[src/rtl/cts_pkg.sv]
// Shared types, constants and helpers for the cosine top-k selector.
package cts_pkg;

    localparam int WINDOW_ROWS_DEF = 256;
    localparam int MAX_TOP_DEF     = 32;
    localparam int VECTOR_DIM      = 7;

    localparam int ELEM_W    = 16;
    localparam int TAG_W     = 32;
    localparam int TOPC_W    = 6;
    localparam int IDX_OUT_W = 8;
    localparam int SCORE_W   = 16;

    // multiplier, accumulator, root and divider widths follow from the field widths
    localparam int MUL_W    = 18;
    localparam int ACC_W    = 36;
    localparam int SQ_IN_W  = 33;
    localparam int ROOT_W   = 17;
    localparam int SQ_STEPS = 17;
    localparam int Q_SHIFT  = 14;
    localparam int Q_ONE    = 16384;
    localparam int NUM_W    = 48;
    localparam int DEN_W    = 34;
    localparam int QBITS    = 15;

    typedef enum logic [1:0] {
        CMD_CLEAR  = 2'd0,
        CMD_LOAD   = 2'd1,
        CMD_APPEND = 2'd2,
        CMD_RUN    = 2'd3
    } t_cmd;

    typedef struct packed {
        logic [1:0]               command;
        logic signed [ELEM_W-1:0] elem_0;
        logic signed [ELEM_W-1:0] elem_1;
        logic signed [ELEM_W-1:0] elem_2;
        logic signed [ELEM_W-1:0] elem_3;
        logic signed [ELEM_W-1:0] elem_4;
        logic signed [ELEM_W-1:0] elem_5;
        logic signed [ELEM_W-1:0] elem_6;
        logic [TAG_W-1:0]         row_tag;
        logic [TOPC_W-1:0]        top_count;
    } t_in_word;

    typedef struct packed {
        logic [IDX_OUT_W-1:0]      row_index;
        logic [TAG_W-1:0]          tag_out;
        logic signed [SCORE_W-1:0] score;
        logic                      last;
    } t_out_word;

    // pick one feature by step number; steps past the vector read as zero
    function automatic logic signed [ELEM_W-1:0] elem_at(t_in_word w, logic [2:0] k);
        logic signed [ELEM_W-1:0] e;
        case (k)
            3'd0:    e = w.elem_0;
            3'd1:    e = w.elem_1;
            3'd2:    e = w.elem_2;
            3'd3:    e = w.elem_3;
            3'd4:    e = w.elem_4;
            3'd5:    e = w.elem_5;
            3'd6:    e = w.elem_6;
            default: e = '0;
        endcase
        return e;
    endfunction

endpackage

[src/rtl/cts_div.sv]
// Restoring divider for the score magnitude, one quotient bit per cycle, saturating.
module cts_div
    import cts_pkg::*;
(
    input  logic             i_clk,
    input  logic             i_rst_n,
    input  logic             i_start,
    input  logic [NUM_W-1:0] i_num,
    input  logic [DEN_W-1:0] i_den,
    output logic             o_busy,
    output logic [QBITS-1:0] o_quot
);

    localparam int DSH_W = DEN_W + QBITS;

    logic             r_busy;
    logic             r_chk;
    logic [NUM_W-1:0] r_rem;
    logic [DSH_W-1:0] r_dsh;
    logic [QBITS-1:0] r_q;
    logic [3:0]       r_cnt;
    logic [DSH_W-1:0] n_rem_ext;
    logic             n_ge;

    assign n_rem_ext = {{(DSH_W - NUM_W){1'b0}}, r_rem};
    assign n_ge      = (n_rem_ext >= r_dsh);

    always_ff @(posedge i_clk) begin
        if (!i_rst_n) begin
            r_busy <= 1'b0;
        end else if (i_start) begin
            r_busy <= 1'b1;
            r_chk  <= 1'b1;
            r_rem  <= i_num;
            r_dsh  <= {i_den, {QBITS{1'b0}}};
            r_q    <= '0;
            r_cnt  <= '0;
        end else if (r_busy) begin
            if (r_chk) begin
                // quotient too wide: saturate at once
                if (n_ge) begin
                    r_q    <= QBITS'(Q_ONE);
                    r_busy <= 1'b0;
                end
                r_chk <= 1'b0;
                r_dsh <= r_dsh >> 1;
            end else begin
                if (n_ge) begin
                    r_rem <= NUM_W'(n_rem_ext - r_dsh);
                end
                r_q   <= {r_q[QBITS-2:0], n_ge};
                r_dsh <= r_dsh >> 1;
                r_cnt <= r_cnt + 4'd1;
                if (r_cnt == 4'(QBITS - 1)) begin
                    r_busy <= 1'b0;
                end
            end
        end
    end

    assign o_busy = r_busy;
    assign o_quot = r_q;

endmodule

[config.mk]
export PLATFORM = sky130hd
export DESIGN_NAME = cts_div
export DESIGN_NICKNAME = d
export VERILOG_FILES = /design/src/rtl/cts_pkg.sv /design/src/rtl/cts_div.sv
export SDC_FILE = /design/constraint.sdc
export NUM_CORES = 1
export LEC_CHECK = 0
export ABC_AREA = 0
export BUFFER_PORTS_ARGS = -buffer_cell sky130_fd_sc_hd__buf_2
export CAP_MARGIN = 20
export CORE_MARGIN = 1.5
export CORE_UTILIZATION = 50
export DETAILED_ROUTE_END_ITERATION = 10
export PLACE_DENSITY = 0.71
export SLEW_MARGIN = 10
export SYNTH_ARGS = -nofsm -noshare
export SYNTH_HDL_FRONTEND = slang
export SYNTH_SLANG_ARGS = --single-unit
[constraint.sdc]
create_clock -name i_clk -period 14.1 [get_ports i_clk]
set_input_delay 1.41 -clock i_clk [delete_from_list [all_inputs] [get_ports i_clk]]
set_output_delay 1.41 -clock i_clk [all_outputs]
set_load 0.005 [all_outputs]
# --- Yosys cells after proc, flatten, opt, wreduce, memory -nomap -nowiden ---
# Index checks and enable logic that the tools add are counted.
op_classes:
  n_addsub: 2
  order_cmp: 1
  eq_ne: 3
  n_mux: 17
  reduce_logical: 6
op_table:
  columns: ["operator", "n"]
  rows:
  - ["two-way mux 48 bit", 4]
  - ["two-way mux 49 bit", 2]
  - [">= comparator 48 x 49 -> 1 bit", 1]
  - ["subtractor 48 bit", 1]
  - ["two-way mux 15 bit", 3]
  - ["two-way mux 4 bit", 2]
  - ["two-way mux 1 bit", 6]
  - ["AND reduction 3 bit", 2]
  - ["adder 4 x 1 -> 4 bit (second input constant)", 1]
  - ["equality test 4 bit (second input constant)", 1]
  - ["AND reduction 4 bit", 1]
  - ["nonzero test 2 bit", 2]
  - ["inequality test 3 x 2 -> 1 bit (second input constant)", 1]
  - ["inequality test 2 bit (second input constant)", 1]
  - ["AND reduction 2 bit", 1]
totals:
  reg_bits: 118
  inputBits: 85
  out_inout_bits: 16
  word_cells: 36

# --- Longest topological paths before layout ---
depth:
  word_depth: 5
  ltp_mapped: 13
  ltp_nobuf: 12

# --- Worst setup path after synthesis ---
# Ideal clock, no wire load.
synth_path:
  path_type: "input -> register"
  from: "input port i_start"
  to: "register r_rem[0] (enable)"
  setup_time_ns: 0.466
  arrival_time_ns: 4.572
  required_time_ns: 13.634
  slack_ns: 9.062
  stages: 4
  n_path_buf: 1
  path_cell_list: "clkbuf_1 > o21ai_0 > a21oi_1 > a21boi_1"
synth_between:
  elab_chain_len: 2
  word_cells_on_any_way: 4
  classes_between: "eq/ne: 1; reduce/logical: 3"
synth_lines:
  columns: ["element", "line_no", "rtl"]
  rows:
  - ["from (decl)", "cts_div.sv:7", "input logic i_start,"]
  - ["inequality test 2 bit (no line) or nonzero test 2 bit (tied branches)", null, null]
  - ["AND reduction 4 bit (no line) *", null, null]
  - ["to (signal assigned)", "cts_div.sv:34", "r_rem <= i_num;"]
  - ["to (signal assigned)", "cts_div.sv:49", "r_rem <= NUM_W'(n_rem_ext - r_dsh);"]
  - ["to (decl)", "cts_div.sv:18", "logic [NUM_W-1:0] r_rem;"]
# Every way passes the cells marked *; elsewhere a longest branch is shown, timed or not.
# A chain may end at the register's enable or synchronous reset.

# --- Final worst setup path ---
layout_path:
  from: "input port i_start"
  to: "register r_rem[4] (enable)"
# The elaborated chain is that of the path after synthesis.

==> results.cfg <==
[logic_synthesis]
synth_nets = 938
ys_seq_elements = 118
ys_types = 56
synth_edf_count = 117
syn_inst = 802
seq_area_frac_synth_pct = 46.9
yosys_warnings = 0
syn_avg_cell_area_um2 = 9.39
synth-main-ff-cell = edfxtp_1
synthesis.area_mm2 = 0.00753
async_flop_share_pct = 0

[clock_tree]
post_cts_buffers = 0
cts_resized = 0
cts_tree = yes
insertion_delay_ps = 430
htree_levels = 4
clock_sinks = 118
cts_hold_buf = 0
numCtsBuffers = 17
path_clk_slew_ps = 60
clockBufferDepth = 2
cts_root_buffer = clkbuf_16

[floorplanning]
start_util_pct = 51.4
die_area_mm2 = 0.0158
ios = 101
coreArea_mm2 = 0.0146
die_y_um = 126
die_w_um = 126
row_count = 44

[setup_path]
end_kind = flip-flop
path_class = in -> reg
crit_path_start_kind = primary input
crit_slowest_cell = buf_4
cp_max_fo = 87
required_ps = 14160
worstPathArrival_ps = 3750
crit_chain = buf_4, inv_1, a21oi_1, a21boi_4, buf_4
cp_common_cell = buf_4
critPathMaxStageDelay_ps = 570

[placement]
port_buffers = 100
placed_area_mm2 = 0.00816
dpl.hpwl_um = 11900
gp_congestion = 0.872
place_inst = 1054
dpl_worst_slack_ps = 9990

[sta]
setup_ws_ps = 10420
setup_viol_count_final = 0
post-route-period-util_pct = 26.1
finalSetupTns_ps = 0
drv_slew = 0
tightest_slew_ps = 890
finalHoldViolations = 0
finClkSkew_ps = 5.44
fmax_mhz = 271
rsz0062_at_grt = no
min_period_ps = 3680
maxSlewHeadroom_pct = 40.7

[detailed_routing]
ant_nets = 0
finalWirelength_um = 17200
drcViolationCount = 7
wl_per_cell_um = 15.8
vias = 6095
viasPerCell = 5.61
firstDrtPassIters = 11
drt_iter0_drc = 465

[finish]
most-common-layout-cells = edfxtp_1, nand2_1, o21ai_0
final_nets = 1025
area_growth_pct = 16.7
antenna_cells = 0
drive_gt1_share_pct = 16.6
final_common_cell = edfxtp_1
fin_cells = 1086
fin_area_mm2 = 0.00879

[global_route]
grt_util_all_layers_pct = 22.8
grt_pass1_wl_um = 28600
grt.overflow.total = 0
antenna_found_initial = 0
grt_max_degree = 102
grt_pass1_vias = 5867

[pwr]
totalPowerFinal_mw = 1.15
p_per_area_mw_per_mm2 = 131
peakVddDrop_mv = 0.127
power_leakage_nw = 3.69

[min_path]
hold_path_class = reg -> reg

[run_status]
violations = DRC
status = finished with violations

[job]
max-cap-violations = 0
-- synth_stat cells (3+ instances only) --
| cell type | n | share of area [%] |
|---|---|---|
| nand4_1 | 9 | 0.75 |
| inv_1 | 64 | 3.2 |
| a211oi_1 | 3 | 0.30 |
| o21ai_1 | 7 | 0.46 |
| nand2b_1 | 4 | 0.33 |
| xor2_1 | 21 | 2.4 |
| nor2b_1 | 4 | 0.33 |
| and2_1 | 19 | 1.6 |
| o211ai_1 | 5 | 0.50 |
| a41oi_1 | 3 | 0.35 |
| o21ai_0 | 101 | 6.7 |
| ha_1 | 50 | 8.3 |
| clkbuf_1 | 29 | 1.4 |
| a31oi_1 | 7 | 0.58 |
| o21bai_1 | 9 | 0.90 |
| a21oi_1 | 55 | 3.7 |
| nor2_1 | 51 | 2.5 |
| buf_2 | 5 | 0.33 |
| xnor2_1 | 22 | 2.6 |
| edfxtp_1 | 117 | 47 |
| o221ai_1 | 3 | 0.35 |
| nor3_1 | 6 | 0.40 |
| nand2_1 | 116 | 5.8 |
| a21boi_0 | 4 | 0.40 |
| nand3_1 | 19 | 1.3 |
| a21o_1 | 21 | 2.1 |
| and3_1 | 5 | 0.42 |
-- path summary, 6_finish.rpt --
check	start	slack (ps)	cells after the start	end
setup / recovery	i_start	10420	5	r_rem[4]
setup reg to reg	r_dsh[39]	10450	12	r_rem[4]
hold / removal	o_quot[4]	540	1	o_quot[5]
hold reg to reg	o_quot[4]	540	1	o_quot[5]
-- sequential cells by signal (all words and copies together), names as in the netlist --
register  count
r_cnt         4
r_rem        48
o_busy        1
r_dsh        49
r_chk         1
o_quot       15
-- area by class of cell --
type	instances	area [um2]
clock buffers	17	425
clock inverters	15	203
fillers	1323	5850
repair buffers	103	526
inverters	64	240
flip-flops and latches	118	3530
multi-input cells	585	3630
well taps	184	230
-- cells by family (layout without fill, tap and decap cells) --
kind of cell               count (synthesis)  count (layout)  synth area share (%)
DFF                                      118             118                  46.9
and+or+nand+nor                          247             247                  14.8
xor gates and xnor gates                  43              43                  5.00
muxes                                      3               3                 0.432
buffers and inverters                     99             199                  5.03
adders and majority gates                 51              51                  8.57
AOI/OAI and AO/OA                        241             241                  19.3
-- per-stage QoR --
step	util, %	hold slack (ps)
final	60.0	544
after global routing	60.0	576
after floorplan	-	534
after CTS	60.0	548
after global placement	55.7	536
after detailed placement	55.7	534
-- routing by layer --
layer,share of wire (%),track usage (%),vias up
li1,-,-,3035
met1,47,31.2,2849
met2,46,36.3,191
met3,6.1,5.78,20
met4,1.2,6.29,0
met5,0,0,-
-- worst max-delay path: cells and delay by family --
kind | cells | cell delay (ps)
compound gates | 2 | 770
buf+inv | 3 | 1470
-- report_power, final --
group	internal [mW]	total (mW)	switching, mW	leakage (nW)
Sequential	0.423	0.432	0.00868	1.12
Clock	0.296	0.466	0.170	0.292
Combinational	0.0984	0.251	0.152	2.27
Total	0.817	1.15	0.331	3.69
(Power assumes the default switching activity.)
