===== config.mk =====
export PLATFORM = sky130hd
export DESIGN_NAME = cts_isqrt
export DESIGN_NICKNAME = d
export VERILOG_FILES = /design/src/rtl/cts_pkg.sv /design/src/rtl/cts_isqrt.sv
export SDC_FILE = /design/constraint.sdc
export NUM_CORES = 1
export LEC_CHECK = 0
export ABC_AREA = 1
export BUFFER_PORTS_ARGS = -buffer_cell sky130_fd_sc_hd__buf_2
export CAP_MARGIN = 0
export CORE_MARGIN = 5
export CORE_UTILIZATION = 40
export CTS_CLUSTER_SIZE = 25
export DETAILED_ROUTE_END_ITERATION = 6
export GPL_TIMING_DRIVEN = 0
export PLACE_DENSITY_LB_ADDON = 0.25
export RECOVER_POWER = 25
export SLEW_MARGIN = 30
export SYNTH_ARGS = -nofsm -noshare
export SYNTH_HDL_FRONTEND = slang
export SYNTH_SLANG_ARGS = --single-unit

===== constraint.sdc =====
create_clock -name i_clk -period 3.6 [get_ports i_clk]
set_input_delay 0.18 -clock i_clk [delete_from_list [all_inputs] [get_ports i_clk]]
set_output_delay 0.18 -clock i_clk [all_outputs]
set_load 0.05 [all_outputs]

===== src/rtl/cts_pkg.sv =====
// Shared types, constants and helpers for the cosine top-k selector.
package cts_pkg;

    localparam int WINDOW_ROWS_DEF = 256;
    localparam int MAX_TOP_DEF     = 32;
    localparam int VECTOR_DIM      = 7;

    localparam int ELEM_W    = 16;
    localparam int TAG_W     = 32;
    localparam int TOPC_W    = 6;
    localparam int IDX_OUT_W = 8;
    localparam int SCORE_W   = 16;

    // multiplier, accumulator, root and divider widths follow from the field widths
    localparam int MUL_W    = 18;
    localparam int ACC_W    = 36;
    localparam int SQ_IN_W  = 33;
    localparam int ROOT_W   = 17;
    localparam int SQ_STEPS = 17;
    localparam int Q_SHIFT  = 14;
    localparam int Q_ONE    = 16384;
    localparam int NUM_W    = 48;
    localparam int DEN_W    = 34;
    localparam int QBITS    = 15;

    typedef enum logic [1:0] {
        CMD_CLEAR  = 2'd0,
        CMD_LOAD   = 2'd1,
        CMD_APPEND = 2'd2,
        CMD_RUN    = 2'd3
    } t_cmd;

    typedef struct packed {
        logic [1:0]               command;
        logic signed [ELEM_W-1:0] elem_0;
        logic signed [ELEM_W-1:0] elem_1;
        logic signed [ELEM_W-1:0] elem_2;
        logic signed [ELEM_W-1:0] elem_3;
        logic signed [ELEM_W-1:0] elem_4;
        logic signed [ELEM_W-1:0] elem_5;
        logic signed [ELEM_W-1:0] elem_6;
        logic [TAG_W-1:0]         row_tag;
        logic [TOPC_W-1:0]        top_count;
    } t_in_word;

    typedef struct packed {
        logic [IDX_OUT_W-1:0]      row_index;
        logic [TAG_W-1:0]          tag_out;
        logic signed [SCORE_W-1:0] score;
        logic                      last;
    } t_out_word;

    // pick one feature by step number; steps past the vector read as zero
    function automatic logic signed [ELEM_W-1:0] elem_at(t_in_word w, logic [2:0] k);
        logic signed [ELEM_W-1:0] e;
        case (k)
            3'd0:    e = w.elem_0;
            3'd1:    e = w.elem_1;
            3'd2:    e = w.elem_2;
            3'd3:    e = w.elem_3;
            3'd4:    e = w.elem_4;
            3'd5:    e = w.elem_5;
            3'd6:    e = w.elem_6;
            default: e = '0;
        endcase
        return e;
    endfunction

endpackage


===== src/rtl/cts_isqrt.sv =====
// Iterative integer square root, two radicand bits per cycle.
module cts_isqrt
    import cts_pkg::*;
(
    input  logic               i_clk,
    input  logic               i_rst_n,
    input  logic               i_start,
    input  logic [SQ_IN_W-1:0] i_x,
    output logic               o_busy,
    output logic [ROOT_W-1:0]  o_root
);

    localparam int W = SQ_IN_W + 1;
    localparam logic [W-1:0] BIT_INIT = W'(1) << (2 * (SQ_STEPS - 1));

    logic         r_busy;
    logic [W-1:0] r_x;
    logic [W-1:0] r_res;
    logic [W-1:0] r_bit;
    logic [4:0]   r_cnt;
    logic [W-1:0] n_trial;
    logic         n_ge;

    assign n_trial = r_res + r_bit;
    assign n_ge    = (r_x >= n_trial);

    always_ff @(posedge i_clk) begin
        if (!i_rst_n) begin
            r_busy <= 1'b0;
        end else if (i_start) begin
            r_busy <= 1'b1;
            r_x    <= {1'b0, i_x};
            r_res  <= '0;
            r_bit  <= BIT_INIT;
            r_cnt  <= '0;
        end else if (r_busy) begin
            if (n_ge) begin
                r_x   <= r_x - n_trial;
                r_res <= (r_res >> 1) + r_bit;
            end else begin
                r_res <= r_res >> 1;
            end
            r_bit <= r_bit >> 2;
            r_cnt <= r_cnt + 5'd1;
            if (r_cnt == 5'(SQ_STEPS - 1)) begin
                r_busy <= 1'b0;
            end
        end
    end

    assign o_busy = r_busy;
    assign o_root = r_res[ROOT_W-1:0];

endmodule


### Word level (Yosys, flattened, before mapping)

Cells that the tools add are included.

* bits in registers: 91
* output and inout bits: 18
* input bits: 36
* word-level logic and storage cells: 26

* mux-type cells: 10
* $add $sub $neg: 4
* $lt $le $gt $ge: 1
* reduce and logical (&&, ||, !) cells: 4
* eq/ne operators: 1

Operators with widths (count)
* $mux 34: 4
* $mux 33: 2
* $add 33x33->34: 1
* $add 34x33->34: 1
* $ge 34x34->1: 1
* $sub 34x34->34: 1
* $add 5x1->5 const B: 1
* $eq 5x5->1 const B: 1
* $mux 5: 1
* $reduce_bool 2->1: 2
* $mux 1: 3
* $reduce_and 3->1: 1
* $reduce_and 2->1: 1

### Logic depth before layout (Yosys ltp)

* word-level depth: 5
* depth in mapped cells: 24
* gate-level depth less buffers: 23

### Least setup slack after synthesis

No wires, ideal clock.

* path type: flip-flop to flip-flop
* start point: register r_res[8]
* end point: register r_x[0], enable pin
* stages on the path, launching flop included: 22
* library setup time: 389 ps
* path buffers: 0
* period minus slack after synthesis: 3958 ps
* data arrival time: 3569 ps
* required time: 3211 ps
* path slack: -358 ps
* cell sequence: edfxtp_1 -> ha_1 -> nand2_1 -> o21ai_1 -> nand2_1 -> o21ai_1 -> inv_1 -> o21ai_1 -> nand3_1 -> nand3b_1 -> nand2_1 -> ha_1 -> nand2_1 -> nor2_1 -> nand2_4 -> nor2_4 -> nand3_2 -> nand3_2 -> nor2_8 -> nand3_1 -> nand2_1 -> inv_1

* longest elaborated chain between the ends: 4

Ends and longest elaborated chain
* start: declaration: line cts_isqrt.sv:18 `logic [W-1:0] r_res;`
* start signal: assignment: line cts_isqrt.sv:39 `r_res <= (r_res >> 1) + r_bit;`
* start signal: assignment: line cts_isqrt.sv:41 `r_res <= r_res >> 1;`
* $add 34x33->34: line cts_isqrt.sv:24 `assign n_trial = r_res + r_bit;`
* $ge 34x34->1: line cts_isqrt.sv:25 `assign n_ge = (r_x >= n_trial);`
* $reduce_bool 2->1 (no source line)
* $reduce_and 3->1 (no source line)
* end signal: assignment: line cts_isqrt.sv:32 `r_x <= {1'b0, i_x};`
* end signal: assignment: line cts_isqrt.sv:38 `r_x <= r_x - n_trial;`
* end: declaration: line cts_isqrt.sv:17 `logic [W-1:0] r_x;`

No other way between the ends.
A chain may end at the register's enable or synchronous reset.

### Final worst setup path

* start point: register r_bit[2]
* end point: register r_res[17], data pin

* longest elaborated chain between the ends: 4
* elaborated cells between the ends (all ways): 5
* those cells by class: 2 x add/sub; 1 x order compare; 2 x mux

Ends and longest elaborated chain
* start: declaration: line cts_isqrt.sv:19 `logic [W-1:0] r_bit;`
* start signal: assignment: line cts_isqrt.sv:43 `r_bit <= r_bit >> 2;`
* $add 34x33->34: line cts_isqrt.sv:24
* $ge 34x34->1: line cts_isqrt.sv:25
* $mux 34 (*): line cts_isqrt.sv:37 `if (n_ge) begin`
* $mux 34 (*): line cts_isqrt.sv:36 `end else if (r_busy) begin`

Every way passes the cells marked *; elsewhere a longest branch is shown, timed or not. The select of a mux whose other input is x is not followed.

==> flow_summary.toml <==
[critical_path]
critical_path_class = "reg -> reg"
cp.buffers_inverters = 3
path_delay_family = "simple AND/OR/NAND/NOR gates"
cp_common_cell = "nand2_2"
end_kind = "flip-flop"
crit_chain = "ha_4, nand3_1, nand2_2, nand2_1, nand2_2, a21o_1, a21oi_2, xor2_2, ha_2, buf_4, nand2_4, nor2_2, nand2_2, nor2_4, nand3_2, nand3_4, nor2_8, buf_12, nand2_8, clkbuf_16, nand3_2, nand2_1"
cp_max_fo = 8
start_kind = "flip-flop"
cp.arrival_ns = 3.69
cpPeakStageDelay_ns = 0.45
slowest_stage = "edfxtp_1"
cp_data_required_time_ns = 3.72

[sta]
fmax_mhz = 280
hold_viol = 0
tightest_slew_ns = 0.846
clock_skew_ns = 0.00814
fin_crit_sh_pct = 99.3
setup_tns_ns = 0
finalSetupViolations = 0
slew_headroom_pct = 43.6
maxSlewViolCount = 0
period_needed_ns = 3.57
rsz0062_at_grt = "yes"

[logic_synthesis]
ys_seq_elements = 91
seq_area_frac_synth_pct = 26.1
synth_flop_cell = "edfxtp_1"
yosysUniqueCellTypes = 46
synthCells = 1616
synthDominantCellAreaShare_pct = 25.9
synthTopCellsByArea = "edfxtp_1 (26%), nand2_1 (20%), ha_1 (8.6%)"
synth_top_cell_by_area = "edfxtp_1"
synth_edf_count = 90
syn_avg_cell_area_um2 = 6.45
syn-num-nets = 1725
synthTopCellsByCount = "nand2_1 (560), inv_1 (240), nor2_1 (150)"
syn_area_mm2 = 0.0104
synthArstFlopShare_pct = 0
synth_warnings = 0
synth_most_common_cell = "nand2_1"

[clock_tree]
insertion_delay_ns = 0.36
path_clk_slew_ns = 0.08
ctsHoldBuffers = 0
clockBufferDepth = 2
clock-sinks = 91
cts-root-buf = "clkbuf_16"
cts_made_buffers = 9
cts_tree = "yes"
h-tree-depth = 3

[pwr]
p_per_area_mw_per_mm2 = 466
total_power_mw = 6.08
vdd.ir_drop.worst_mv = 0.232
power.leakage_nw = 6.24

[finish]
nets = 1865
fin_util_pct = 50.5
syn2layout_area_growth_pct = 25.2
instances_no_fill = 2096
drive_gt1_share_pct = 22.2
diodes = 0
n_fill_cell = 2574

[global_routing]
grt-ovfl-total = 0
grt_pass1_vias = 10050
met3_usage_pct = 1.84
grt_use_total_pct = 22.0
antenna_found_initial = 0
grt_start_max_net_pins = 53
met2_usage_pct = 38.8
grt_pass1_wl_mm = 50.6
grt-busiest-layer = "met2"
met1_usage_pct = 28.3

[placed_design]
portBuffers = 53
gp_congestion = 0.948
dpl.hpwl_mm = 26.1
placed_cells = 2005

[floorplanning]
die_area_mm2 = 0.0294
die_h_um = 171
fp-row-count = 59
start_util_pct = 40.3
io_pins = 54
fp.dieW_um = 171
coreArea_mm2 = 0.0258

[flow_run]
drv_cap = 0

[drt]
vias = 10818
drtIter0Drc = 844
drc = 0
routed_wl_mm = 34.2
vias_per_cell = 5.16
drt-pass1-iter-count = 7
wire_per_inst_um = 16.3
ant_nets = 0

[outcome]
status = "finished, final reports clean"

[min_path]
hold_path.class = "in -> reg"
layout by cell type (no fill, tap or decap), drive strengths merged:
cell	instances
nand4	52
clkinvlp	3
xnor2	26
nand3b	7
xor2	27
or2	6
nor2	162
fa	1
o21bai	5
a21o	2
and2	6
dfxtp	1
bufinv	1
nor4	3
edfxtp	90
a21boi	1
inv	247
ha	72
clkbuf	27
o211ai	2
o22ai	1
nor3	12
nor3b	1
a41oi	1
nand2	572
nand3	153
o21ai	56
a21oi	58
buf	164
clkinv	2
cell type report:
class                           count  area, um^2  share of cell area (%)
Timing Repair Buffer              128         960                    7.35
Timing Repair inverter              1        7.51                  0.0575
Inverter                          245         926                    7.10
Clock inverter                      7        82.6                   0.633
Multi-Input combinational cell   1226        7320                    56.1
Sequential cell                    91        2720                    20.9
Buffer                             54         389                    2.98
Clock buffer                        9         225                    1.73
Tap cell                          335         419                    3.21
kinds of logic after synthesis:
| kind of cell | Yosys count | synth area share [%] |
|---|---|---|
| AO/OA/AOI/OAI | 126 | 6.41 |
| buffers and inverters | 300 | 12.4 |
| AND/OR/NAND/NOR | 973 | 41.8 |
| XOR/XNOR | 53 | 4.45 |
| flip-flops | 91 | 26.1 |
| adder cells (fa/ha/maj) | 73 | 8.83 |
power by group:
group | total, mW | switching, mW | internal (mW)
clock | 1.03 | 0.478 | 0.553
sequential | 1.49 | 0.133 | 1.36
combinational | 3.56 | 2.15 | 1.40
per-stage QoR:
stage | hold slack, ns | area [um^2] | setup WS, ns
after floorplan | 0.279 | 10500 | -0.106
after CTS | 0.0725 | 12100 | 0.000709
after global routing | 0.0962 | 13000 | -0.151
final | 0.0842 | 13000 | 0.0263
after detailed placement | 0.456 | 11300 | -1.13
after global placement | 0.454 | 11200 | -1.14
repair_timing:
item	CTS	global route
hold endpoints to repair	0	0
gates cloned	1	4
buffers inserted	37	34
gates resized for setup	61	121
pin swaps	10	44
endpoints found under the setup margin	79	81
metal layers:
layer	wire, um	vias to the layer above
met1	14800	4992
met3	1650	65
met2	16600	307
li1	-	5454
met4	1100	0
met5	0	-
state kept, by name (all words and copies together) (netlist names):
signal and flops:
o_busy 1, r_bit 17, r_cnt 5, r_res 34, r_x 34
worst reg2reg max path, cell delays in order (launching register included):
cell       delay [ns]
edfxtp_1         0.45
ha_4             0.29
nand3_1          0.10
nand2_2          0.08
nand2_1          0.08
nand2_2          0.09
a21o_1           0.22
a21oi_2          0.20
xor2_2           0.19
ha_2             0.31
buf_4            0.15
nand2_4          0.09
nor2_2           0.06
nand2_2          0.10
nor2_4           0.04
nand3_2          0.08
nand3_4          0.09
nor2_8           0.14
buf_12           0.16
nand2_8          0.12
clkbuf_16        0.19
nand3_2          0.06
nand2_1          0.05
worst paths after layout:
check,to,startpoint,cells past startpoint,slack (ns)
worst min register to register,o_busy,r_cnt[4],1,0.55
worst max-delay path,r_res[17],r_bit[2],22,0.03
worst min-delay path,r_x[4],i_x[4],3,0.08
worst max register to register,r_res[17],r_bit[2],22,0.03
No activity file was read; power rests on OpenSTA's default activity.
